--- src/b32d_pkg.sv ---
// Shared types, constants and the character classifier for the base32 decoder.
// No dependencies.
package b32d_pkg;

    localparam int SYM_BITS       = 5;
    localparam int SYMS_PER_GROUP = 8;
    localparam int GROUP_BITS     = SYM_BITS * SYMS_PER_GROUP;
    localparam int BYTES_FULL     = 5;
    localparam int NBYTES_BITS    = 3;

    typedef enum logic [1:0] {
        CLS_SYMBOL,
        CLS_PAD,
        CLS_SKIP,
        CLS_INVALID
    } char_class_t;

    typedef struct packed {
        char_class_t          cls;
        logic [SYM_BITS-1:0]  sym;
    } char_info_t;

    // One finished group: data left aligned, with the count of bytes to emit.
    typedef struct packed {
        logic [GROUP_BITS-1:0]  data;
        logic [NBYTES_BITS-1:0] nbytes;
    } group_t;

    typedef struct packed {
        logic   valid;
        group_t group;
    } group_push_t;

    // Letters of either case share low five bits 1..26; digits '2'..'7' sit at 18..23.
    function automatic char_info_t classify(input logic [7:0] c);
        char_info_t info;
        info.cls = CLS_INVALID;
        info.sym = '0;
        case (c) inside
            [8'h41:8'h5A], [8'h61:8'h7A]:
            begin
                info.cls = CLS_SYMBOL;
                info.sym = c[4:0] - 5'd1;
            end
            [8'h32:8'h37]:
            begin
                info.cls = CLS_SYMBOL;
                info.sym = c[4:0] + 5'd8;
            end
            8'h3D:
            begin
                info.cls = CLS_PAD;
            end
            [8'h09:8'h0D], 8'h20, 8'h2D:
            begin
                info.cls = CLS_SKIP;
            end
            default:
            begin
                info.cls = CLS_INVALID;
            end
        endcase
        return info;
    endfunction

endpackage

--- src/b32d_front.sv ---
// Front end: accepts characters, classifies them and gathers symbols into groups.
// Depends on b32d_pkg.
module b32d_front
    import b32d_pkg::*;
(
    input  logic        clk,
    input  logic        rst_n,
    input  logic        in_valid,
    output logic        in_ready,
    input  logic [7:0]  in_char,
    input  logic        end_of_string,
    input  logic        queue_space,
    output group_push_t push
);

    logic [NBYTES_BITS-1:0]             count_reg, count_next;
    logic                               halted_reg, halted_next;
    logic [SYMS_PER_GROUP-1:0][SYM_BITS-1:0] buf_reg, buf_next;
    logic [SYMS_PER_GROUP-1:0][SYM_BITS-1:0] buf_with_new;
    char_info_t                         info;
    logic                               accept;
    logic [NBYTES_BITS-1:0]             pad_bytes;

    assign in_ready = queue_space;
    assign accept   = in_valid && in_ready;
    assign info     = classify(in_char);

    // The first symbol of a group lands in the top lane, the most significant one.
    always_comb
    begin
        buf_with_new = buf_reg;
        buf_with_new[NBYTES_BITS'(SYMS_PER_GROUP - 1) - count_reg] = info.sym;
    end

    always_comb
    begin
        case (count_reg) inside
            [3'd1:3'd2]: pad_bytes = 3'd1;
            [3'd3:3'd4]: pad_bytes = 3'd2;
            3'd5:        pad_bytes = 3'd3;
            default:     pad_bytes = 3'd4;
        endcase
    end

    always_comb
    begin
        count_next  = count_reg;
        halted_next = halted_reg;
        buf_next    = buf_reg;
        push        = '0;
        if (accept)
        begin
            if (!halted_reg)
            begin
                case (info.cls)
                    CLS_SYMBOL:
                    begin
                        if (count_reg == NBYTES_BITS'(SYMS_PER_GROUP - 1))
                        begin
                            push.valid        = 1'b1;
                            push.group.data   = buf_with_new;
                            push.group.nbytes = NBYTES_BITS'(BYTES_FULL);
                            buf_next          = '0;
                            count_next        = '0;
                        end
                        else
                        begin
                            buf_next   = buf_with_new;
                            count_next = count_reg + 3'd1;
                        end
                    end
                    CLS_PAD:
                    begin
                        if (count_reg == '0)
                        begin
                            halted_next = 1'b1;
                        end
                        else
                        begin
                            push.valid        = 1'b1;
                            push.group.data   = buf_reg;
                            push.group.nbytes = pad_bytes;
                            buf_next          = '0;
                            count_next        = '0;
                        end
                    end
                    CLS_SKIP:
                    begin
                    end
                    default:
                    begin
                        halted_next = 1'b1;
                    end
                endcase
            end
            // Drop any partial group and resume decoding at the end of a string.
            if (end_of_string)
            begin
                buf_next    = '0;
                count_next  = '0;
                halted_next = 1'b0;
            end
        end
    end

    always_ff @(posedge clk or negedge rst_n)
    begin
        if (!rst_n)
        begin
            count_reg  <= '0;
            halted_reg <= 1'b0;
            buf_reg    <= '0;
        end
        else
        begin
            count_reg  <= count_next;
            halted_reg <= halted_next;
            buf_reg    <= buf_next;
        end
    end

endmodule

--- src/b32d_group_fifo.sv ---
// Short queue of finished groups between the front and back ends.
// Depends on b32d_pkg.
module b32d_group_fifo
    import b32d_pkg::*;
#(
    parameter int DEPTH = 2
)
(
    input  logic        clk,
    input  logic        rst_n,
    input  group_push_t push,
    output logic        space,
    output logic        head_valid,
    output group_t      head,
    input  logic        pop
);

    localparam int PTR_BITS = (DEPTH > 1) ? $clog2(DEPTH) : 1;
    localparam int CNT_BITS = $clog2(DEPTH + 1);

    group_t                entries_reg [DEPTH];
    logic [PTR_BITS-1:0]   wr_ptr_reg, wr_ptr_next;
    logic [PTR_BITS-1:0]   rd_ptr_reg, rd_ptr_next;
    logic [CNT_BITS-1:0]   fill_reg, fill_next;
    logic                  do_push, do_pop;

    assign space      = (fill_reg != CNT_BITS'(DEPTH));
    assign head_valid = (fill_reg != '0);
    assign head       = entries_reg[rd_ptr_reg];
    assign do_push    = push.valid && space;
    assign do_pop     = pop && head_valid;

    always_comb
    begin
        wr_ptr_next = wr_ptr_reg;
        rd_ptr_next = rd_ptr_reg;
        fill_next   = fill_reg;
        if (do_push)
        begin
            wr_ptr_next = (wr_ptr_reg == PTR_BITS'(DEPTH - 1)) ? '0 : wr_ptr_reg + 1'b1;
        end
        if (do_pop)
        begin
            rd_ptr_next = (rd_ptr_reg == PTR_BITS'(DEPTH - 1)) ? '0 : rd_ptr_reg + 1'b1;
        end
        if (do_push && !do_pop)
        begin
            fill_next = fill_reg + 1'b1;
        end
        else if (do_pop && !do_push)
        begin
            fill_next = fill_reg - 1'b1;
        end
    end

    always_ff @(posedge clk or negedge rst_n)
    begin
        if (!rst_n)
        begin
            wr_ptr_reg <= '0;
            rd_ptr_reg <= '0;
            fill_reg   <= '0;
        end
        else
        begin
            wr_ptr_reg <= wr_ptr_next;
            rd_ptr_reg <= rd_ptr_next;
            fill_reg   <= fill_next;
        end
    end

    always_ff @(posedge clk)
    begin
        if (do_push)
        begin
            entries_reg[wr_ptr_reg] <= push.group;
        end
    end

endmodule

--- src/b32d_back.sv ---
// Back end: splits queued groups into bytes, one per cycle unless out_ready stalls, into an output register.
// Depends on b32d_pkg.
module b32d_back
    import b32d_pkg::*;
(
    input  logic       clk,
    input  logic       rst_n,
    input  logic       head_valid,
    input  group_t     head,
    output logic       pop,
    output logic       out_valid,
    input  logic       out_ready,
    output logic [7:0] out_byte,
    output logic       group_last
);

    logic [NBYTES_BITS-1:0] idx_reg, idx_next;
    logic                   valid_reg, valid_next;
    logic [7:0]             byte_reg, byte_next;
    logic                   last_reg, last_next;
    logic                   load;
    logic                   is_last;
    logic [BYTES_FULL-1:0][7:0] group_bytes;

    assign group_bytes = head.data;
    assign load        = head_valid && (!valid_reg || out_ready);
    assign is_last     = (idx_reg + 3'd1 == head.nbytes);
    assign pop         = load && is_last;

    always_comb
    begin
        idx_next   = idx_reg;
        valid_next = valid_reg;
        byte_next  = byte_reg;
        last_next  = last_reg;
        if (load)
        begin
            valid_next = 1'b1;
            // Byte 0 is the most significant byte of the group.
            byte_next  = group_bytes[NBYTES_BITS'(BYTES_FULL - 1) - idx_reg];
            last_next  = is_last;
            idx_next   = is_last ? '0 : idx_reg + 3'd1;
        end
        else if (out_ready)
        begin
            valid_next = 1'b0;
        end
    end

    always_ff @(posedge clk or negedge rst_n)
    begin
        if (!rst_n)
        begin
            idx_reg   <= '0;
            valid_reg <= 1'b0;
        end
        else
        begin
            idx_reg   <= idx_next;
            valid_reg <= valid_next;
        end
    end

    always_ff @(posedge clk)
    begin
        byte_reg <= byte_next;
        last_reg <= last_next;
    end

    assign out_valid  = valid_reg;
    assign out_byte   = byte_reg;
    assign group_last = last_reg;

endmodule

--- src/base32_stream_decoder.sv ---
// Top level of the base32 stream decoder: front end, group queue, back end.
// Depends on b32d_pkg, b32d_front, b32d_group_fifo and b32d_back.
//
//   channel | direction | handshake             | payload
//   --------+-----------+-----------------------+------------------------------
//   input   | in        | in_valid / in_ready   | in_char, end_of_string
//   output  | out       | out_valid / out_ready | out_byte, group_last
//
// One character is taken per cycle while the group queue has space. A
// character that finishes a group (eighth symbol or a pad) enters the
// group queue in the same cycle; the back end then sends the group's bytes
// one per cycle, while out_ready allows, from its output register.
// in_ready drops only while the group queue is full; the output side may
// stall at any time without affecting accepted requests.
// Reset is asynchronous and clears the symbol count, the halt flag, the
// group buffer, the queue pointers and the output valid flag.
module base32_stream_decoder
    import b32d_pkg::*;
#(
    parameter int QUEUE_DEPTH = 2
)
(
    input  logic       clk,
    input  logic       rst_n,
    input  logic       in_valid,
    output logic       in_ready,
    input  logic [7:0] in_char,
    input  logic       end_of_string,
    output logic       out_valid,
    input  logic       out_ready,
    output logic [7:0] out_byte,
    output logic       group_last
);

    group_push_t push;
    logic        queue_space;
    logic        head_valid;
    group_t      head;
    logic        pop;

    // Classify characters and gather symbols.
    b32d_front u_front (
        .clk           (clk),
        .rst_n         (rst_n),
        .in_valid      (in_valid),
        .in_ready      (in_ready),
        .in_char       (in_char),
        .end_of_string (end_of_string),
        .queue_space   (queue_space),
        .push          (push)
    );

    // Hold finished groups so each side can stall on its own.
    b32d_group_fifo #(
        .DEPTH (QUEUE_DEPTH)
    ) u_queue (
        .clk        (clk),
        .rst_n      (rst_n),
        .push       (push),
        .space      (queue_space),
        .head_valid (head_valid),
        .head       (head),
        .pop        (pop)
    );

    // Emit the bytes of each group, most significant first.
    b32d_back u_back (
        .clk        (clk),
        .rst_n      (rst_n),
        .head_valid (head_valid),
        .head       (head),
        .pop        (pop),
        .out_valid  (out_valid),
        .out_ready  (out_ready),
        .out_byte   (out_byte),
        .group_last (group_last)
    );

endmodule
--- config.mk ---
export PLATFORM = sky130hd
export DESIGN_NAME = base32_stream_decoder
export DESIGN_NICKNAME = d
export VERILOG_FILES = /design/src/b32d_pkg.sv /design/src/b32d_front.sv /design/src/b32d_group_fifo.sv /design/src/b32d_back.sv /design/src/base32_stream_decoder.sv
export SDC_FILE = /design/constraint.sdc
export NUM_CORES = 1
export LEC_CHECK = 0
export BUFFER_PORTS_ARGS = -buffer_cell sky130_fd_sc_hd__buf_2
export CAP_MARGIN = 30
export CORE_MARGIN = 4
export CORE_UTILIZATION = 45
export CTS_CLUSTER_SIZE = 8
export DETAILED_ROUTE_END_ITERATION = 16
export GPL_TIMING_DRIVEN = 0
export PLACE_DENSITY = 0.74
export SLEW_MARGIN = 30
export SYNTH_ARGS = -nofsm -noshare
export SYNTH_HDL_FRONTEND = slang
export SYNTH_SLANG_ARGS = --single-unit
--- constraint.sdc ---
create_clock -name clk -period 3.9 [get_ports clk]
set_input_delay 0 -clock clk [delete_from_list [all_inputs] [get_ports clk]]
set_output_delay 0 -clock clk [all_outputs]
set_load 0.02 [all_outputs]
# After elaboration in Yosys (flattened, before gate mapping)
# Memory sizes are Yosys's and may differ from the RTL's.
# Index checks and enable logic that the tools add are counted.
dict set report totals {
  input_bits 13
  register_bits 61
  n_memories 1
  mem_bits_rw 86
  output_inout_bits 11
  elab_cells 124
}
dict set report op_classes {
  n_eq_ne 11
  n_mux 42
  addsub 10
  n_reduce_logical 28
  magnitude_cmp 15
}
# memory words word_bits rd rd_clocked_by_memory_dff write_ports line_no
set mem_list {}
lappend mem_list {u_queue.entries_reg 2 43 1 0 1 b32d_group_fifo.sv:21} ;# group_t entries_reg [DEPTH];
# op count
set op_table {}
lappend op_table {{2-to-1 mux 44 bit} 4}
lappend op_table {{2-to-1 mux 40 bit} 4}
lappend op_table {{one-hot mux 44 bit (2 select lines)} 1}
lappend op_table {{one-hot mux 40 bit (2 select lines)} 1}
lappend op_table {{bitwise mux 40 bit} 1}
lappend op_table {{binary-select mux 8 bit (select 3 bit)} 1}
lappend op_table {{equality test 8 x 6 -> 1 bit (second input constant)} 3}
lappend op_table {{2-to-1 mux 3 bit} 8}
lappend op_table {{>= comparator 8 x 7 -> 1 bit (second input constant)} 2}
lappend op_table {{less-or-equal comparator 8 x 7 -> 1 bit (second input constant)} 2}
lappend op_table {{demux 5 bit (select 3 bit)} 1}
lappend op_table {{2-to-1 mux 5 bit} 3}
lappend op_table {{logical AND 1 bit} 14}
lappend op_table {{2-to-1 mux 1 bit} 10}
lappend op_table {{2-to-1 mux 2 bit} 5}
lappend op_table {{>= comparator 8 x 4 -> 1 bit (second input constant)} 1}
lappend op_table {{>= comparator 8 x 6 -> 1 bit (second input constant)} 1}
lappend op_table {{less-or-equal comparator 8 x 4 -> 1 bit (second input constant)} 1}
lappend op_table {{less-or-equal comparator 8 x 6 -> 1 bit (second input constant)} 1}
lappend op_table {{< comparator 3 x 4 -> 1 bit (second input constant)} 2}
lappend op_table {{2-to-1 mux 8 bit} 1}
lappend op_table {{adder 3 x 1 -> 3 bit (second input constant)} 2}
lappend op_table {{equality test 3 bit (second input constant)} 2}
lappend op_table {{>= comparator 3 x 1 -> 1 bit (second input constant)} 2}
lappend op_table {{25 further kinds} 33}

# Logic depth before layout (Yosys ltp)
dict set report depth {
  depth_word 16
  ltp_mapped 13
  ltp_nobuf 12
}

# By module
# A second synthesis with hierarchy kept.
dict set report hier_totals {
  cells_unflattened 519
  area_unflattened_um2 7340.8
}
# mod area_each_um2 seq_area_each_um2 n_inst cells_per_inst
set modules_own_cells {}
lappend modules_own_cells {b32d_group_fifo 3498.4 2682.6 1 152}
lappend modules_own_cells {b32d_front 2976.6 1101.1 1 278}
lappend modules_own_cells {b32d_back 865.8 370.4 1 89}

# Worst setup path before layout
# No wires, ideal clock.
dict set report synth_timing {
  kind {register -> register}
  start {register u_front.count_reg[0]}
  end {memory u_queue.entries_reg[0][0] (netlist bit) (enable)}
  arrival_time_ns 3.279
  setup_slack_ns 0.177
  path_stages_with_launch 7
  path_buffers 1
  path_cell_list {dfrtp_1 -> buf_2 -> inv_1 -> ha_1 -> a2111oi_4 -> o21ai_1 -> nor2_1}
}
dict set report synth_via {
  elab_chain_cells 8
  elab_cells_between_ends 10
  classes_between {eq/ne: 1; mux: 7; reduce/logical: 2}
}
# element line_no
set synth_rtl {}
lappend synth_rtl {{from (decl)} b32d_front.sv:16} ;# logic [NBYTES_BITS-1:0] count_reg, count_next;
lappend synth_rtl {{from (signal assigned)} b32d_front.sv:116} ;# count_reg <= count_next;
lappend synth_rtl {{equality test 3 bit or zero test 3 bit (tied branches)} {b32d_front.sv:58, b32d_front.sv:74}}
lappend synth_rtl {{2-to-1 mux 44 bit, on equally long branches} {b32d_front.sv:58, b32d_front.sv:74}}
lappend synth_rtl {{one-hot mux 44 bit (2 select lines) (*)} b32d_front.sv:55} ;# case (info.cls)
lappend synth_rtl {{2-to-1 mux 44 bit (*)} b32d_front.sv:53} ;# if (!halted_reg)
lappend synth_rtl {{2-to-1 mux 44 bit (*)} b32d_front.sv:51} ;# if (accept)
lappend synth_rtl {{logical AND 1 bit (*)} b32d_group_fifo.sv:30} ;# assign do_push = push.valid && space;
lappend synth_rtl {{2-to-1 mux 1 bit (*)} b32d_group_fifo.sv:74} ;# if (do_push)
lappend synth_rtl {{2-to-1 mux 1 bit (not written as such) (*)} b32d_group_fifo.sv:76} ;# entries_reg[wr_ptr_reg] <= push.group;
lappend synth_rtl {{to (decl)} b32d_group_fifo.sv:21}
# Mark *: on every way between the ends. The rest lies on a longest branch, timed or not.

# Worst setup path in the final report
dict set report layout_timing {
  start {register u_back.idx_reg[0]}
  end {register u_queue.fill_reg[1]}
}
dict set report layout_via {
  elab_chain_cells 7
  elab_cells_between_ends 9
  classes_between {add/sub: 1; eq/ne: 1; mux: 1; reduce/logical: 6}
}
# element line_no
set layout_rtl {}
lappend layout_rtl {{from (decl)} b32d_back.sv:17} ;# logic [NBYTES_BITS-1:0] idx_reg, idx_next;
lappend layout_rtl {{from (signal assigned)} b32d_back.sv:59} ;# idx_reg <= idx_next;
lappend layout_rtl {{adder 3 x 1 -> 3 bit (*)} b32d_back.sv:27} ;# assign is_last = (idx_reg + 3'd1 == head.nbytes);
lappend layout_rtl {{equality test 3 bit (*)} b32d_back.sv:27}
lappend layout_rtl {{via u_back.is_last} b32d_back.sv:22} ;# logic is_last;
lappend layout_rtl {{logical AND 1 bit (*)} b32d_back.sv:28} ;# assign pop = load && is_last;
lappend layout_rtl {{logical AND 1 bit (*)} b32d_group_fifo.sv:31} ;# assign do_pop = pop && head_valid;
lappend layout_rtl {{zero test 1 bit} b32d_group_fifo.sv:46} ;# if (do_push && !do_pop)
lappend layout_rtl {{logical AND 1 bit} b32d_group_fifo.sv:46}
lappend layout_rtl {{2-to-1 mux 2 bit or nonzero test 2 bit (tied branches)} -}
lappend layout_rtl {{to (signal assigned)} b32d_group_fifo.sv:68} ;# fill_reg <= fill_next;
lappend layout_rtl {{to (decl)} b32d_group_fifo.sv:24} ;# logic [CNT_BITS-1:0] fill_reg, fill_next;
# The timed path passes the listed nets; every way through them passes the cells marked *.
# A chain may end at the register's enable or synchronous reset.

==> out/metrics.yaml <==
status: "finished, final reports clean"
design_area_sq_mm: 0.00832
antennaDiodeCount: 0
routedWlPerCell_um: 20.4
period_share: 0.824
syn_area_per_cell_sq_um: 12.8
ys_warn_count: 0
power_density_mw_per_mm2: 595
largest_reg_flops: 86
timing.hold.ws_ns: 0.0411
critPathCapture: "u_queue.fill_reg[1]"
grt_max_degree: 53
critPathRequiredTime_ns: 4.25
fp.dieH_um: 135
cts-root-buf: "clkbuf_16"
htreeDepth: 4
maxCapViolations: 0
ys_types: 58
clk_pin_slew_ns: 0.06
place_hpwl_mm: 11.8
gp_congestion: 0.978
reg2reg_to: "u_queue.fill_reg[1]"
multi_input_area_sq_mm: 0.00279
antenna_found_initial: 0
cts_sinks: 147
fin_cells: 833
worstPathBufferInverterCount: 3
nNetsFinal: 636
critPathLaunch: "u_back.idx_reg[0]"
finalSetupViolCount: 0
max_stage_delay_ns: 0.50
synth_edf_count: 95
met2_usage: 0.305
crit_path_start_kind: "flip-flop"
endpoint_kind: "flip-flop"
utilization: 0.539
final_layout_size_suffix_gt1_frac: 0.190
core_region_area_sq_mm: 0.0154
ys.flop_type: "edfxtp_1"
syn_nets: 590
viasPerCell: 6.15
relSlewSlack: 0.519
postRouteAntennaNets: 0
yosysSeqAreaShare: 0.576
grt_use_total: 0.195
synthArstFlopShare: 0.354
dp_cells: 798
vdd_ir_drop_max_mv: 0.391
area.sequential_sq_mm: 0.00415
drt_iter0_markers: 627
busiest_layer: "met2"
reg2regPathDepth: 11
start_util: 0.467
area_growth_pct: 15.5
grt_pass1_vias: 4951
r2r_slack_ns: 0.69
fmax_mhz: 311
met1_usage: 0.265
insertion_delay_ns: 0.43
p_leak_nw: 2.97
drv_slew: 0
dr.pass1.iters: 5
rsz0062_at_grt: "false"
fin_crit_ns: 3.21
grt_pass1_wl_mm: 27.5
fp.dieW_um: 135
num_vias: 5120
numCtsBuffers: 17
arrival_ns: 3.56
path_max_fanout: 9
cts_setup_buffers: 0
skew_ns: 0.00775
tightest_slew_ns: 0.716
wl_mm: 17.0
tritoncts: "done"
power_mw: 4.95
hp-class: "in2reg"
clock_path_buffers: 2
r2r_start: "u_back.idx_reg[0]"
cp_num_cells: 11
ioPinCount: 24
ys_seq_elements: 147
placed_area_sq_mm: 0.00767
crit_slowest_cell: "nor3_1"
dieArea_sq_mm: 0.0181
syn_inst: 563
drc_errors: 0
hold_violations: 0
io_buffers: 21
path_class: "reg2reg"
synth_area_sq_mm: 0.00721
fp-row-count: 45
grt_use_met3: 0.0533
critical_path.top_delay_family: "simple AND/OR/NAND/NOR gates"
crit_chain: "clkbuf_1 -> inv_1 -> ha_1 -> clkbuf_1 -> xnor2_1 -> nor3_1 -> nand2_1 -> ha_1 -> xor2_1 -> nor2_1 -> xor2_1"
overflow: 0
fillerInstances: 1297
## area by class of cell
type,instances,area share
clock inverter,15,0.0227
sequential,147,0.499
timing repair buffer,27,0.0265
multi-input combinational,356,0.336
inverter,17,0.00767
clock buffer,17,0.0511
tap,211,0.0317
buffer,43,0.0254
## per-layer routing
| metal | routed length, um | vias up |
|---|---|---|
| met5 | 0 | - |
| met4 | 486 | 0 |
| met3 | 1330 | 38 |
| met2 | 7910 | 253 |
| met1 | 7230 | 2540 |
| li1 | - | 2289 |
## metrics by stage
| stage | TNS, ns | worst slack [ns] |
|---|---|---|
| 5_1_grt | 0 | 0.395 |
| 2_1_floorplan | 0 | 0.177 |
| 6_report | 0 | 0.688 |
| 3_5_place_dp | 0 | 0.734 |
| 4_1_cts | 0 | 0.729 |
| 3_3_place_gp | -72.51 | -0.868 |
## where the power goes
part | internal, mW | leakage (nW) | total (mW) | switching (mW)
Sequential | 1.81 | 1.59 | 1.87 | 0.0536
Clock | 1.06 | 0.299 | 1.69 | 0.624
Combinational | 0.510 | 1.09 | 1.40 | 0.886
Total | 3.39 | 2.97 | 4.95 | 1.56
## kinds of logic after synthesis
group,share of synthesized area
compound gates,0.189
flops,0.576
simple gates,0.0873
buf+inv,0.0382
mux,0.0714
fa+ha+maj,0.0243
xor+xnor,0.0134
## synth_stat cells (16+ instances only)
| library cell | instances | area, sq um |
|---|---|---|
| nor2_1 | 50 | 188 |
| nand2_1 | 26 | 97.6 |
| a32oi_1 | 33 | 289 |
| inv_1 | 16 | 60.1 |
| dfrtp_1 | 52 | 1300 |
| o211ai_1 | 17 | 128 |
| edfxtp_1 | 95 | 2850 |
| nor3_1 | 17 | 85.1 |
| a22o_1 | 32 | 280 |
| clkbuf_1 | 23 | 86.3 |
| nand3_1 | 18 | 90.1 |
| mux4_2 | 16 | 360 |
| a21oi_1 | 27 | 135 |
## worst min-delay path, delay by kind of cell
kind | cells | cell delay (ns)
buf+inv | 1 | 0.11
simple gates | 1 | 0.05
mux | 1 | 0.25
## how the worst min path moves through the flow
stage                       start                   end  slack, ns  cells past startpoint
floorplan                   rst_n     u_back.idx_reg[0]      -0.30                      0
global placement        out_ready      u_back.out_valid       0.27                      3
detailed placement          rst_n   u_front.buf_reg[21]       0.09                      1
CTS                 end_of_string  u_front.count_reg[2]       0.02                      3
global route        end_of_string  u_front.count_reg[2]       0.05                      3
finish              end_of_string  u_front.count_reg[2]       0.04                      3
## repair_timing
action                                  4_1_cts  5_1_grt
endpoints found under the setup margin        0        0
endpoints found under the hold margin        54        0
hold buffers                                  3        0
gates resized for setup                       0        0
## cell usage in the layout (no fill, tap or decap), drive strengths merged, types with 17 or more instances in the layout
cell type	n
dfrtp	52
edfxtp	95
nor3	18
inv	18
nand2	27
o211ai	17
a21oi	28
clkbuf	40
buf	44
nand3	19
a22o	32
o21ai	19
nor2	51
a32oi	33
Power figures use the tool's default switching activity.
